===== src/sv/tsr_pkg.sv =====
`timescale 1ns / 1ps
// Shared types and constants of the trapezoid step-period ramp.
package tsr_pkg;

  localparam logic [7:0] MAX_PERIOD = 8'd255;
  localparam int         CFG_DATA_W = 32;
  localparam int         DIV_STEPS  = 8;
  localparam int         CNT_W      = $clog2(DIV_STEPS);

  typedef enum logic [1:0] {
    CFG_TARGET_PERIOD = 2'd0,
    CFG_START_PERIOD  = 2'd1,
    CFG_TOTAL_TIME    = 2'd2,
    CFG_ACCEL_TIME    = 2'd3
  } tsr_cfg_idx_t;

  typedef enum logic [1:0] {
    PH_ACCEL   = 2'd0,
    PH_CRUISE  = 2'd1,
    PH_DECEL   = 2'd2,
    PH_OVERRUN = 2'd3
  } tsr_phase_t;

  typedef enum logic {
    FN_START = 1'b0,
    FN_TIME  = 1'b1
  } tsr_func_t;

  typedef enum logic [3:0] {
    S_IDLE,
    S_CMP_A,
    S_CALC_CE,
    S_CMP_CE,
    S_CMP_T,
    S_MUL,
    S_DIV,
    S_FIN,
    S_DONE
  } tsr_state_t;

  typedef struct packed {
    logic [7:0]  target_period;
    logic [7:0]  start_period;
    logic [31:0] total_time_us;
    logic [31:0] accel_time_us;
  } tsr_cfg_t;

  typedef struct packed {
    logic [7:0] period;
    logic       changed;
    tsr_phase_t phase;
  } tsr_res_t;

endpackage


===== src/sv/tsr_if.sv =====
`timescale 1ns / 1ps
// Request channel interfaces for the input items and the result items.
interface tsr_in_if;
  logic        valid;
  logic        ready;
  logic        func;
  logic [31:0] elapsed_us;

  modport source (output valid, func, elapsed_us, input ready);
  modport sink   (input valid, func, elapsed_us, output ready);
endinterface

interface tsr_out_if;
  logic       valid;
  logic       ready;
  logic [7:0] period;
  logic       changed;
  logic [1:0] phase;

  modport source (output valid, period, changed, phase, input ready);
  modport sink   (input valid, period, changed, phase, output ready);
endinterface


===== src/sv/trapezoid_step_period_ramp.sv =====
`timescale 1ns / 1ps
// Top level: configuration registers, sequencer and result output register.
//
// Turns the time since a move start into a stepper pulse period along a
// trapezoid (accelerate, cruise, decelerate, overrun). A start request
// latches the ramp top and returns it with no compare or division step.
// For a time request, the phase is found by up to three compares and one
// cruise-end subtraction that share one 33-bit subtractor, then a ramp
// sample needs one 32x8 multiply and eight restoring division steps on the
// same subtractor, before the result is offered.
// The input is not ready while a request is in work; a finished result waits
// in the output register, so the next request is taken while it is still
// unread. Write configuration only while the block is idle.
module trapezoid_step_period_ramp (
  input  logic                         clk,
  input  logic                         rst_n,
  input  logic                         cfg_we,
  input  logic [1:0]                   cfg_idx,
  input  logic [tsr_pkg::CFG_DATA_W-1:0] cfg_data,
  tsr_in_if.sink                       in_ch,
  tsr_out_if.source                    out_ch
);

  import tsr_pkg::*;

  tsr_cfg_t cfg_r, cfg_nxt;
  logic     out_valid_r, out_valid_nxt;
  tsr_res_t out_res_r, out_res_nxt;
  logic     res_valid, res_ready;
  tsr_res_t res;

  tsr_seq u_seq (
    .clk       (clk),
    .rst_n     (rst_n),
    .cfg       (cfg_r),
    .in_ch     (in_ch),
    .res_valid (res_valid),
    .res_ready (res_ready),
    .res       (res)
  );

  always_comb begin
    cfg_nxt = cfg_r;
    if (cfg_we) begin
      unique case (tsr_cfg_idx_t'(cfg_idx))
        CFG_TARGET_PERIOD: cfg_nxt.target_period = cfg_data[7:0];
        CFG_START_PERIOD:  cfg_nxt.start_period  = cfg_data[7:0];
        CFG_TOTAL_TIME:    cfg_nxt.total_time_us = cfg_data[31:0];
        CFG_ACCEL_TIME:    cfg_nxt.accel_time_us = cfg_data[31:0];
        default:           cfg_nxt = cfg_r;
      endcase
    end
  end

  // take a new result when the register is empty or drains this cycle
  assign res_ready = !out_valid_r || out_ch.ready;

  always_comb begin
    out_valid_nxt = out_valid_r;
    out_res_nxt   = out_res_r;
    if (res_valid && res_ready) begin
      out_valid_nxt = 1'b1;
      out_res_nxt   = res;
    end else if (out_ch.ready) begin
      out_valid_nxt = 1'b0;
    end
  end

  assign out_ch.valid   = out_valid_r;
  assign out_ch.period  = out_res_r.period;
  assign out_ch.changed = out_res_r.changed;
  assign out_ch.phase   = out_res_r.phase;

  always_ff @(posedge clk) begin
    if (!rst_n) begin
      cfg_r       <= '{target_period: 8'd0, start_period: 8'd255,
                       total_time_us: 32'd0, accel_time_us: 32'd0};
      out_valid_r <= 1'b0;
    end else begin
      cfg_r       <= cfg_nxt;
      out_valid_r <= out_valid_nxt;
    end
  end

  always_ff @(posedge clk) begin
    out_res_r <= out_res_nxt;
  end

endmodule


===== src/sv/tsr_sub.sv =====
`timescale 1ns / 1ps
// Shared 33-bit subtractor used for every compare and division step.
module tsr_sub (
  input  logic [32:0] op_a,
  input  logic [32:0] op_b,
  output logic [32:0] diff,
  output logic        borrow
);

  logic [33:0] full;

  assign full   = {1'b0, op_a} - {1'b0, op_b};
  assign diff   = full[32:0];
  assign borrow = full[33];

endmodule


===== src/sv/tsr_seq.sv =====
`timescale 1ns / 1ps
// Sequencer and datapath: phase compares, multiply and long division.
module tsr_seq (
  input  logic           clk,
  input  logic           rst_n,
  input  tsr_pkg::tsr_cfg_t cfg,
  tsr_in_if.sink         in_ch,
  output logic           res_valid,
  input  logic           res_ready,
  output tsr_pkg::tsr_res_t res
);

  import tsr_pkg::*;

  tsr_state_t state_r, state_nxt;
  logic [7:0]  cur_r, cur_nxt;
  logic [7:0]  top_r, top_nxt;
  logic [31:0] t_r, t_nxt;
  logic [31:0] ce_r, ce_nxt;
  logic [31:0] m_r, m_nxt;
  logic [31:0] part_r, part_nxt;
  logic [7:0]  low_r, low_nxt;
  logic [7:0]  q_r, q_nxt;
  logic [CNT_W-1:0] cnt_r, cnt_nxt;
  tsr_phase_t  phase_r, phase_nxt;
  tsr_res_t    res_r, res_nxt;

  logic [32:0] sub_a, sub_b, sub_diff;
  logic        sub_borrow;
  logic        neg;
  logic [7:0]  dmag;
  logic [7:0]  clamp;
  logic [39:0] prod;
  logic        rnd;
  logic [7:0]  val;

  tsr_sub u_sub (
    .op_a   (sub_a),
    .op_b   (sub_b),
    .diff   (sub_diff),
    .borrow (sub_borrow)
  );

  assign neg   = cfg.target_period > top_r;
  assign dmag  = neg ? (cfg.target_period - top_r) : (top_r - cfg.target_period);
  assign clamp = (cfg.start_period > MAX_PERIOD) ? MAX_PERIOD : cfg.start_period;
  assign prod  = {8'd0, m_r} * {32'd0, dmag};
  assign rnd   = part_r != 32'd0;

  assign res = res_r;

  always_comb begin
    state_nxt   = state_r;
    cur_nxt     = cur_r;
    top_nxt     = top_r;
    t_nxt       = t_r;
    ce_nxt      = ce_r;
    m_nxt       = m_r;
    part_nxt    = part_r;
    low_nxt     = low_r;
    q_nxt       = q_r;
    cnt_nxt     = cnt_r;
    phase_nxt   = phase_r;
    res_nxt     = res_r;
    sub_a       = {1'b0, t_r};
    sub_b       = {1'b0, cfg.accel_time_us};
    in_ch.ready = 1'b0;
    res_valid   = 1'b0;
    val         = top_r;
    unique case (state_r)
      S_IDLE: begin
        in_ch.ready = 1'b1;
        if (in_ch.valid) begin
          if (in_ch.func == FN_START) begin
            top_nxt   = clamp;
            cur_nxt   = clamp;
            res_nxt   = '{period: clamp, changed: 1'b1, phase: PH_ACCEL};
            state_nxt = S_DONE;
          end else begin
            t_nxt     = in_ch.elapsed_us;
            state_nxt = S_CMP_A;
          end
        end
      end
      S_CMP_A: begin
        if (sub_borrow) begin
          m_nxt     = t_r;
          phase_nxt = PH_ACCEL;
          state_nxt = S_MUL;
        end else begin
          state_nxt = S_CALC_CE;
        end
      end
      S_CALC_CE: begin
        // cruise end wraps modulo 2^32
        sub_a     = {1'b0, cfg.total_time_us};
        ce_nxt    = sub_diff[31:0];
        state_nxt = S_CMP_CE;
      end
      S_CMP_CE: begin
        sub_b = {1'b0, ce_r};
        if (sub_borrow) begin
          phase_nxt = PH_CRUISE;
          state_nxt = S_FIN;
        end else begin
          // time into deceleration equals A - (T - t)
          m_nxt     = sub_diff[31:0];
          state_nxt = S_CMP_T;
        end
      end
      S_CMP_T: begin
        sub_b = {1'b0, cfg.total_time_us};
        if (sub_borrow) begin
          phase_nxt = PH_DECEL;
          state_nxt = S_MUL;
        end else begin
          phase_nxt = PH_OVERRUN;
          state_nxt = S_FIN;
        end
      end
      S_MUL: begin
        // quotient stays below 256, so the top 32 bits are already below A
        part_nxt  = prod[39:8];
        low_nxt   = prod[7:0];
        q_nxt     = 8'd0;
        cnt_nxt   = '0;
        state_nxt = S_DIV;
      end
      S_DIV: begin
        sub_a    = {part_r, low_r[7]};
        part_nxt = sub_borrow ? sub_a[31:0] : sub_diff[31:0];
        low_nxt  = {low_r[6:0], 1'b0};
        q_nxt    = {q_r[6:0], ~sub_borrow};
        cnt_nxt  = cnt_r + 1'b1;
        if (cnt_r == CNT_W'(DIV_STEPS - 1)) begin
          state_nxt = S_FIN;
        end
      end
      S_FIN: begin
        case (phase_r)
          PH_ACCEL:   val = neg ? (top_r + q_r) : (top_r - q_r - {7'd0, rnd});
          PH_CRUISE:  val = cfg.target_period;
          PH_DECEL:   val = neg ? (cfg.target_period - q_r - {7'd0, rnd})
                                : (cfg.target_period + q_r);
          default:    val = top_r;
        endcase
        res_nxt   = '{period: val, changed: val != cur_r, phase: phase_r};
        cur_nxt   = val;
        state_nxt = S_DONE;
      end
      S_DONE: begin
        res_valid = 1'b1;
        if (res_ready) begin
          state_nxt = S_IDLE;
        end
      end
      default: state_nxt = S_IDLE;
    endcase
  end

  always_ff @(posedge clk) begin
    if (!rst_n) begin
      state_r <= S_IDLE;
      cur_r   <= 8'd0;
      top_r   <= 8'd0;
    end else begin
      state_r <= state_nxt;
      cur_r   <= cur_nxt;
      top_r   <= top_nxt;
    end
  end

  always_ff @(posedge clk) begin
    t_r     <= t_nxt;
    ce_r    <= ce_nxt;
    m_r     <= m_nxt;
    part_r  <= part_nxt;
    low_r   <= low_nxt;
    q_r     <= q_nxt;
    cnt_r   <= cnt_nxt;
    phase_r <= phase_nxt;
    res_r   <= res_nxt;
  end

endmodule


===== src/flat_wrapper.sv =====
// flat-port wrapper written by rule: the top's interface ports become plain ports
module trapezoid_step_period_ramp_flat import tsr_pkg::*;
  (clk, rst_n, cfg_we, cfg_idx, cfg_data, in_ch_valid, in_ch_func, in_ch_elapsed_us, in_ch_ready, out_ch_valid, out_ch_period, out_ch_changed, out_ch_phase, out_ch_ready);
  tsr_in_if in_ch_i ();
  tsr_out_if out_ch_i ();
  input  logic clk;
  input  logic rst_n;
  input  logic cfg_we;
  input  logic [1:0] cfg_idx;
  input  logic [tsr_pkg::CFG_DATA_W-1:0] cfg_data;
  input wire logic [$bits(in_ch_i.valid)-1:0] in_ch_valid;
  input wire logic [$bits(in_ch_i.func)-1:0] in_ch_func;
  input wire logic [$bits(in_ch_i.elapsed_us)-1:0] in_ch_elapsed_us;
  output wire logic [$bits(in_ch_i.ready)-1:0] in_ch_ready;
  output wire logic [$bits(out_ch_i.valid)-1:0] out_ch_valid;
  output wire logic [$bits(out_ch_i.period)-1:0] out_ch_period;
  output wire logic [$bits(out_ch_i.changed)-1:0] out_ch_changed;
  output wire logic [$bits(out_ch_i.phase)-1:0] out_ch_phase;
  input wire logic [$bits(out_ch_i.ready)-1:0] out_ch_ready;
  assign in_ch_i.valid = in_ch_valid;
  assign in_ch_i.func = in_ch_func;
  assign in_ch_i.elapsed_us = in_ch_elapsed_us;
  assign in_ch_ready = in_ch_i.ready;
  assign out_ch_valid = out_ch_i.valid;
  assign out_ch_period = out_ch_i.period;
  assign out_ch_changed = out_ch_i.changed;
  assign out_ch_phase = out_ch_i.phase;
  assign out_ch_i.ready = out_ch_ready;
  trapezoid_step_period_ramp u_core (.clk(clk), .rst_n(rst_n), .cfg_we(cfg_we), .cfg_idx(cfg_idx), .cfg_data(cfg_data), .in_ch(in_ch_i), .out_ch(out_ch_i));
endmodule

===== config.mk =====
export PLATFORM = sky130hd
export DESIGN_NAME = trapezoid_step_period_ramp_flat
export DESIGN_NICKNAME = d
export VERILOG_FILES = /design/src/sv/tsr_pkg.sv /design/src/sv/tsr_if.sv /design/src/sv/trapezoid_step_period_ramp.sv /design/src/sv/tsr_sub.sv /design/src/sv/tsr_seq.sv /design/src/flat_wrapper.sv
export SDC_FILE = /design/constraint.sdc
export NUM_CORES = 1
export LEC_CHECK = 0
export BUFFER_PORTS_ARGS = -buffer_cell sky130_fd_sc_hd__buf_2
export CORE_MARGIN = 2
export CORE_UTILIZATION = 55
export CTS_CLUSTER_DIAMETER = 40
export DETAILED_ROUTE_END_ITERATION = 8
export PLACE_DENSITY = 0.81
export SLEW_MARGIN = 5
export SYNTH_ARGS = -nofsm -noshare
export SYNTH_HDL_FRONTEND = slang
export SYNTH_SLANG_ARGS = --single-unit
export TNS_END_PERCENT = 100

===== constraint.sdc =====
create_clock -name clk -period 21.7 [get_ports clk]
set_clock_uncertainty 0.05 [all_clocks]
set_input_delay 1.085 -clock clk [delete_from_list [all_inputs] [get_ports clk]]
set_output_delay 1.085 -clock clk [all_outputs]
set_load 0.03 [all_outputs]

## Word level (Yosys, flattened, before mapping)

Cells that the tools add are included.

| storage, ports and cells | value |
|---|---|
| register bits after elaboration | 272 |
| output and inout bits | 13 |
| logic and storage cells | 119 |

| operators by class | value |
|---|---|
| add/sub/neg operators | 10 |
| $mul | 1 |
| $lt $le $gt $ge | 2 |
| equality and inequality tests | 22 |
| multiplexer cells | 38 |
| bitwise gates (word level) | 2 |
| reductions and logical operators | 22 |

Operator list:

| kind | number |
|---|---|
| case mux 32 bit (2 select lines) | 3 |
| 2-to-1 mux 32 bit | 3 |
| case mux 33 bit (2 select lines) | 1 |
| 2-to-1 mux 8 bit | 7 |
| case mux 8 bit (2 select lines) | 3 |
| multiplier 32 x 8 -> 40 bit | 1 |
| case mux 4 bit (9 select lines) | 1 |
| subtractor 33 x 32 -> 34 bit | 1 |
| nonzero test 32 bit | 1 |
| subtractor 8 bit | 4 |
| case mux 8 bit (3 select lines) | 1 |
| 2-to-1 mux 11 bit | 2 |
| case mux 11 bit (2 select lines) | 1 |
| AND reduction 3 bit | 6 |
| adder 8 bit | 2 |
| == test 4 x 3 -> 1 bit (second input constant) | 4 |
| 2-to-1 mux 4 bit | 4 |
| subtractor 8 x 1 -> 8 bit | 2 |
| == test 4 x 2 -> 1 bit (second input constant) | 2 |
| greater-than comparator 8 bit | 1 |
| greater-than comparator 8 bit (second input constant) | 1 |
| 2-to-1 mux 2 bit | 4 |
| != test 2 bit (second input constant) | 4 |
| != test 8 bit | 1 |
| other kinds (20) | 37 |

## Logic depth before layout (Yosys ltp)

Gate-level depths: netlist of run 1.

| logic depth | value |
|---|---|
| depth after elaboration | 7 |
| depth in mapped cells | 33 |

## By module

From an unflattened synthesis of run 1, not the netlist that was laid out.

| second synthesis, totals | value |
|---|---|
| cells, all modules | 2576 |
| area total of the unflattened synthesis | 24252.0 um2 |

By module, submodules not included:

| module | times used | cells an instance | area each (um2) |
|---|---|---|---|
| tsr_seq | 1 | 1956 | 18809.3 |
| trapezoid_step_period_ramp | 1 | 325 | 3415.8 |
| tsr_sub | 1 | 295 | 2026.9 |

## Worst setup path after synthesis of run 1

No wires, ideal clock.

| timing path | value |
|---|---|
| kind | register -> register |
| start | reg u_core.u_seq.top_r[1] |
| end | reg u_core.u_seq.part_r[24], data pin |
| arrival time | 7226 ps |
| data required time | 21365 ps |
| setup slack | 14138 ps |
| cell stages (with the launch flop) | 31 |
| path buffers | 3 |
| period minus slack after synthesis | 7562 ps |
| cells stage by stage | dfxtp_1 -> inv_1 -> fa_1 -> a21o_1 -> a21oi_1 -> o211ai_1 -> and2_1 -> buf_2 -> o31ai_2 -> o21ai_0 -> a21oi_1 -> xnor2_1 -> clkbuf_1 -> and2_1 -> fa_1 -> fa_1 -> fa_1 -> inv_1 -> fa_1 -> inv_1 -> ha_1 -> clkbuf_1 -> a211oi_1 -> o21ai_0 -> a21boi_0 -> nand3_1 -> a221oi_2 -> o211ai_1 -> a21boi_1 -> mux2i_1 -> a311oi_2 |

| on the way | value |
|---|---|
| cells in the longest elaborated chain, start to end | 4 |
| elaborated cells on any way between the ends | 6 |

RTL lines:

| item | RTL line | RTL |
|---|---|---|
| from (decl) | tsr_seq.sv:17 | `logic [7:0] top_r, top_nxt;` |
| from (signal assigned) | tsr_seq.sv:169 | `top_r <= top_nxt;` |
| subtractor 8 bit / greater-than comparator 8 bit (equally long branches) | tsr_seq.sv:45, tsr_seq.sv:44 |  |
| 2-to-1 mux 8 bit (*) | tsr_seq.sv:45 | `assign dmag = neg ? (cfg.target_period - top_r) : (top_r - cfg.target_period);` |
| multiplier 32 x 8 -> 40 bit (*) | tsr_seq.sv:47 | `assign prod = {8'd0, m_r} * {32'd0, dmag};` |
| case mux 32 bit (2 select lines) (*) | tsr_seq.sv:70 | `unique case (state_r)` |
| via u_core.u_seq.part_nxt[24] | tsr_seq.sv:21 | `logic [31:0] part_r, part_nxt;` |
| to (signal assigned) | tsr_seq.sv:177 | `part_r <= part_nxt;` |
| to (decl) | tsr_seq.sv:21 |  |

Mark *: on every way through the listed nets, which the timed path passes. The rest lies on a longest branch.
A chain may end at the register's enable or synchronous reset.

## Worst setup path in the final report of run 1

| timing path | value |
|---|---|
| start | reg u_core.cfg_r[72] (netlist name) |
| end | reg u_core.u_seq.part_r[24], data pin |

| on the way | value |
|---|---|
| cells in the longest elaborated chain, start to end | 4 |
| elaborated cells on any way between the ends | 6 |

RTL lines:

| item | RTL line | RTL |
|---|---|---|
| from (decl) | trapezoid_step_period_ramp.sv:26 | `tsr_cfg_t cfg_r, cfg_nxt;` |
| from (signal assigned) | trapezoid_step_period_ramp.sv:76 | `cfg_r <= '{target_period: 8'd0, start_period: 8'd255,` |
| from (signal assigned) | trapezoid_step_period_ramp.sv:80 | `cfg_r <= cfg_nxt;` |
| subtractor 8 bit / greater-than comparator 8 bit (equally long branches) | tsr_seq.sv:45, tsr_seq.sv:44 |  |
| 2-to-1 mux 8 bit (*) | tsr_seq.sv:45 |  |
| multiplier 32 x 8 -> 40 bit (*) | tsr_seq.sv:47 |  |
| case mux 32 bit (2 select lines) (*) | tsr_seq.sv:70 |  |
| via u_core.u_seq.part_nxt[24] | tsr_seq.sv:21 |  |

Marked as above.

==> out/metrics.yaml, run 1 <==
clock_network:
  post_cts_resized: 0
  numCtsBuffers: 36
  htreeDepth: 2
  clk_pin_slew_ns: 0.06
  cts_setup_buffers: 0
  cts_hold_buf: 0
  cts_tree: "yes"
  clockBufferDepth: 3
  clockRootBuffer: "clkbuf_16"
  clock_latency_ns: 0.53
  cts.sinks: 272
placement:
  dp_hpwl_mm: 49.6
  gp_congestion: 0.982
  numPortBuffers: 84
  place_inst: 3207
  place_area_um2: 24800
grt:
  grtUsageTotal: 0.301
  grt_pass1_vias: 20100
  grt_pass1_wl_mm: 106
  grt_max_degree: 100
  antenna_found_initial: 2
  grt.overflow.total: 0
sta:
  finalHoldViolations: 0
  worst_slew_pin_slew_ns: 1.33
  rsz0062_at_grt: "false"
  relSlewSlack: 0.110
  setup_viol: 0
  fin_setup_tns_ns: 0
  timing.final.crit_share: 0.438
  period_needed_ns: 9.51
  timing.fmax_mhz: 105
  drv_slew: 0
drt:
  first_pass_iters: 5
  final_antenna_net_count: 0
  drt_wl_total_mm: 66.2
  vias: 19500
  wl_per_cell_um: 20.2
  drt-initial-drc-count: 1451
  avgViaCountPerCell: 5.96
  drc: 0
floorplan:
  die_h_um: 213
  initial_core_util: 0.556
  dieArea_um2: 45200
  die_w_um: 213
  pin_count: 85
  rows: 76
  core_area_um2: 43000
critical_path:
  rrSetupSlack_ns: 12.19
  max_stage_delay_ns: 0.87
  crit_type: "reg -> reg"
  crit_buf_inv: 6
  critical_path.top_delay_family: "compound AO/OA/AOI/OAI gates"
  crit_required_ns: 21.89
  cp_slowest_cell: "o211ai_1"
  cp_max_fo: 32
  cp_data_arrival_time_ns: 9.70
  startpoint_type: "flop"
  endpoint_kind: "flop"
synthesis:
  ys_seq_area_frac: 0.299
  synth-edff-count: 171
  synth_nets: 3041
  syn-instance-count: 2633
  synthesis.area_um2: 23900
  avgSynthCellArea_um2: 9.08
  synthArstFlopShare: 0
  synthFlopType: "edfxtp_1"
  synth-seq-cells: 272
  ys_warn_count: 0
  synth_cell_type_count: 79
cells_and_area:
  nFillCells: 3677
  utilization: 0.605
  final_net_count: 3068
  stdcell_area_um2: 26000
  finalNonFillerCells: 3273
  drive_above_1_share: 0.0767
  syn2layout_area_growth_pct: 8.75
status:
  outcome: "complete, no violations"
run:
  max_cap_violations: 0
min_path:
  min_path_type: "reg -> reg"
## cells by family (layout without fill, tap and decap cells)
| group | after synthesis | in the layout | share of synthesized area |
|---|---|---|---|
| simple gates | 958 | 958 | 0.194 |
| compound gates | 543 | 543 | 0.153 |
| buf+inv | 378 | 432 | 0.0614 |
| fa+ha+maj | 336 | 336 | 0.235 |
| flops | 272 | 272 | 0.299 |
| xor+xnor | 79 | 79 | 0.0289 |
| mux | 67 | 67 | 0.0283 |
| other cells | 0 | 1 | 0 |
## cell usage after synthesis (35+ instances only)
library cell	number	area share
a21boi_0	81	0.025
a21o_1	36	0.011
a21oi_1	158	0.033
and2_1	139	0.036
clkbuf_1	107	0.017
dfxtp_1	101	0.085
edfxtp_1	171	0.21
fa_1	189	0.16
ha_1	147	0.077
inv_1	257	0.040
mux2i_1	63	0.026
nand2_1	413	0.065
nand2b_1	39	0.010
nand3_1	35	0.0073
nor2_1	121	0.019
nor2b_1	98	0.026
o21ai_0	69	0.014
xnor2_1	51	0.019
## state kept, by name, summed over array words and instances, names as in the netlist, 2 cells and up
register              flops
u_core.u_seq.top_r        8
u_core.u_seq.state_r      4
u_core.out_ch.phase       2
u_core.u_seq.ce_r        32
u_core.u_seq.phase_r      2
u_core.u_seq.m_r         32
u_core.u_seq.low_r        8
u_core.u_seq.part_r      32
u_core.u_seq.q_r          8
u_core.cfg_r             80
u_core.u_seq.t_r         32
u_core.u_seq.cnt_r        3
u_core.u_seq.res         11
u_core.u_seq.cur_r        8
u_core.out_ch.period      8
## cell type report
type | instances | area, µm² | share of cell area
antenna | 1 | 2.50 | 0.0000962
clock buffer | 46 | 991 | 0.0381
clock inverter | 19 | 165 | 0.00635
inverter | 257 | 965 | 0.0371
multi-input combinational | 1983 | 15400 | 0.591
sequential | 272 | 7160 | 0.275
tap | 585 | 732 | 0.0281
timing repair buffer | 110 | 616 | 0.0237
## cell usage in the layout, fill, tap and decap left out, drive strengths merged, types with 46 or more instances in the layout
cell type	netlist	layout
fa	189	189
dfxtp	101	101
clkbuf	107	46
xnor2	51	51
and2	139	139
nand2	414	414
ha	147	147
o21ai	71	71
a21oi	158	158
buf	14	110
a21boi	82	82
edfxtp	171	171
nor2	121	121
mux2i	63	63
nor2b	98	98
inv	257	265
## metal layers
layer,up-vias,wire length (µm),track usage
met5,-,10,0
met4,2,3800,0.154
met1,9537,25200,0.359
met2,774,33700,0.536
met3,241,3500,0.0335
li1,8968,-,-
## metrics by stage
step,worst slack [ns],hold WS (ns)
floorplan,14.14,0.350
global placement,12.77,0.352
detailed placement,12.38,0.355
CTS,12.37,0.366
global route,11.68,0.368
finish,12.19,0.368
## final timing paths
path | startpoint | to | cells past startpoint
hold / removal | u_core.u_seq.res[4]$_DFFE_PP_ | u_core.out_ch.period[1]$_DFFE_PP_ | 0
setup reg to reg | u_core.cfg_r[72]$_SDFFE_PN0P_ | u_core.u_seq.part_r[24]$_DFFE_PP_ | 31
setup / recovery | u_core.cfg_r[72]$_SDFFE_PN0P_ | u_core.u_seq.part_r[24]$_DFFE_PP_ | 31
hold reg to reg | u_core.u_seq.res[4]$_DFFE_PP_ | u_core.out_ch.period[1]$_DFFE_PP_ | 0
## worst register-to-register path: cells and delay by family (launching register included)
kind	cells	cell delay, ns
multiplexers	1	0.28
AND/OR/NAND/NOR	4	1.18
flip-flops	1	0.38
XOR/XNOR	1	0.16
adder cells (fa/ha/maj)	7	2.91
AO/OA/AOI/OAI	12	3.56
buffers and inverters	6	0.72
Power of run 1 is left out: the tool's default activity adds up to more than one toggle a clock period on the data nets, which glitch-free logic cannot reach.
==> run 2: changes to the inputs <==
--- a/config.mk
+++ b/config.mk
@@ -10,7 +10,7 @@
 export CORE_UTILIZATION = 55
 export CTS_CLUSTER_DIAMETER = 40
 export DETAILED_ROUTE_END_ITERATION = 8
-export PLACE_DENSITY = 0.81
+export PLACE_DENSITY = 0.84
 export SLEW_MARGIN = 5
 export SYNTH_ARGS = -nofsm -noshare
 export SYNTH_HDL_FRONTEND = slang
==> constraint.sdc (replaced) <==
create_clock -name clk -period 8.35 [get_ports clk]
set_clock_uncertainty 0.05 [all_clocks]
set_input_delay 0.4175 -clock clk [delete_from_list [all_inputs] [get_ports clk]]
set_output_delay 0.4175 -clock clk [all_outputs]
set_load 0.03 [all_outputs]
==> run 2 against run 1 <==
- clock-buffer cell count is 1 lower
- register-to-register slack worse by 12 ns
- maximum frequency increased by 19%
- non-clock buffer count is 23 higher
- sequential cell count unchanged
- critical path type unchanged
- cell count grew 0.67%
==> out/metrics.yaml, run 2 (synthesis gave the netlist of run 1 again) <==
critical_path:
  reg2reg_depth: 32
  cp_slowest_cell: "fa_1"
  cpMostUsedCell: "fa_1"
  cp_data_arrival_time_ns: 8.31
  rrSetupSlack_ns: 0.35
  startpoint_type: "flop"
  crit_required_ns: 8.65
  max_stage_delay_ns: 0.55
  crit_type: "reg -> reg"
  endpoint_kind: "flop"
  reg2reg_from: "u_core.cfg_r[72]$_SDFFE_PN0P_"
  r2r-end: "u_core.u_seq.part_r[30]$_DFFE_PP_"
  cp_max_fo: 32
status:
  outcome: "complete, no violations"
cells_and_area:
  syn2layout_area_growth_pct: 10.1
  largest_register_ffs: 80
  final_common_cell: "nand2_1"
  regMostFlops: "u_core.cfg_r"
  final_net_count: 3091
  drive_above_1_share: 0.0882
  layout_common_cells: "nand2_1 (413), inv_1 (256), fa_1 (189)"
  utilization: 0.612
  finalNonFillerCells: 3295
sta:
  drv_slew: 0
  relSlewSlack: 0.134
  setup_viol: 0
  worst_slack_ns: 0.345
  worst_slew_pin_slew_ns: 1.30
  period_needed_ns: 8.00
  finalHoldViolations: 0
  timing.fmax_mhz: 125
  timing.final.crit_share: 0.959
  fin_setup_tns_ns: 0
grt:
  use_met1: 0.352
  grt_pass1_wl_mm: 105
  use_met2: 0.526
  antenna_found_initial: 1
  grtUsageTotal: 0.298
  met3_usage: 0.0386
  grt.overflow.total: 0
  grt_pass1_vias: 20200
  top_usage_layer: "met2"
  grt_max_degree: 100
drt:
  drt_wl_total_mm: 66.3
  drc: 0
  drt-initial-drc-count: 1873
  first_pass_iters: 6
  avgViaCountPerCell: 6.03
  final_antenna_net_count: 0
  wl_per_cell_um: 20.1
  vias: 19900
floorplan:
  dieArea_um2: 45200
  rows: 76
  die_h_um: 213
  pin_count: 85
  initial_core_util: 0.556
  die_w_um: 213
  core_area_um2: 43000
clock_network:
  numCtsBuffers: 36
  cts.sinks: 272
  clockRootBuffer: "clkbuf_16"
  clk_pin_slew_ns: 0.06
  cts_tree: "yes"
  clockBufferDepth: 3
  htreeDepth: 2
  clock_latency_ns: 0.53
min_path:
  min_to: "u_core.u_seq.t_r[26]$_DFFE_PP_"
  min_path_type: "in -> reg"
  min_from: "in_ch_elapsed_us[26]"
  hold_depth: 1
run:
  max_cap_violations: 0
placement:
  place_inst: 3220
  gp_congestion: 0.981
  post-place-ws_ns: 0.0829
  numPortBuffers: 84
  dp_hpwl_mm: 49.6
## run 2: area by class of cell
class	instances	area [µm²]
Multi-Input combinational cell	1983	15400
Antenna cell	1	2.50
Fill cell	3585	16700
Clock buffer	45	1000
Clock inverter	19	205
Tap cell	585	732
Sequential cell	272	7160
Inverter	257	965
Timing Repair Buffer	133	808
## run 2: per-layer routing
metal / vias to the layer above / wire length [µm] / part of all wire
met3: 279 / 4160 / 0.063
met1: 9672 / 24600 / 0.37
li1: 9034 / - / -
met4: 0 / 4060 / 0.061
met2: 899 / 33500 / 0.51
met5: - / 0 / 0
## run 2: worst max-delay path, delay by kind of cell, from the launching register on
| family | cells | cell delay (ns) |
|---|---|---|
| flops | 1 | 0.35 |
| simple gates | 7 | 1.56 |
| fa+ha+maj | 7 | 3.01 |
| mux | 1 | 0.36 |
| compound gates | 10 | 1.64 |
| buf+inv | 7 | 0.84 |
## run 2: worst max path at each step
stage,startpoint,end,slack (ns),cells past startpoint
floorplan,u_core.u_seq.top_r[1]$_SDFFE_PN0P_,u_core.u_seq.part_r[24]$_DFFE_PP_,0.79,30
global placement,u_core.u_seq.top_r[5]$_SDFFE_PN0P_,u_core.u_seq.part_r[27]$_DFFE_PP_,0.42,27
detailed placement,u_core.u_seq.top_r[5]$_SDFFE_PN0P_,u_core.u_seq.part_r[27]$_DFFE_PP_,0.08,27
CTS,u_core.u_seq.top_r[5]$_SDFFE_PN0P_,u_core.u_seq.part_r[27]$_DFFE_PP_,0.01,27
global route,u_core.cfg_r[72]$_SDFFE_PN0P_,u_core.u_seq.part_r[30]$_DFFE_PP_,-0.04,31
finish,u_core.cfg_r[72]$_SDFFE_PN0P_,u_core.u_seq.part_r[30]$_DFFE_PP_,0.35,32
## run 2: stage by stage
step           area (µm²)  hold WS [ns]
2_1_floorplan       23900         0.350
3_3_place_gp        24900         0.351
3_5_place_dp        24900         0.355
4_1_cts             26200       0.00280
5_1_grt             26300       0.00686
6_report            26300        0.0138
## run 2: repair_timing
action | 4_1_cts | 5_1_grt
endpoints found under the setup margin | 0 | 16
gates resized for setup | 0 | 20
hold buffers | 5 | 0
setup buffers | 0 | 5
endpoints found under the hold margin | 5 | 0
Power of run 2 is left out for the same reason.
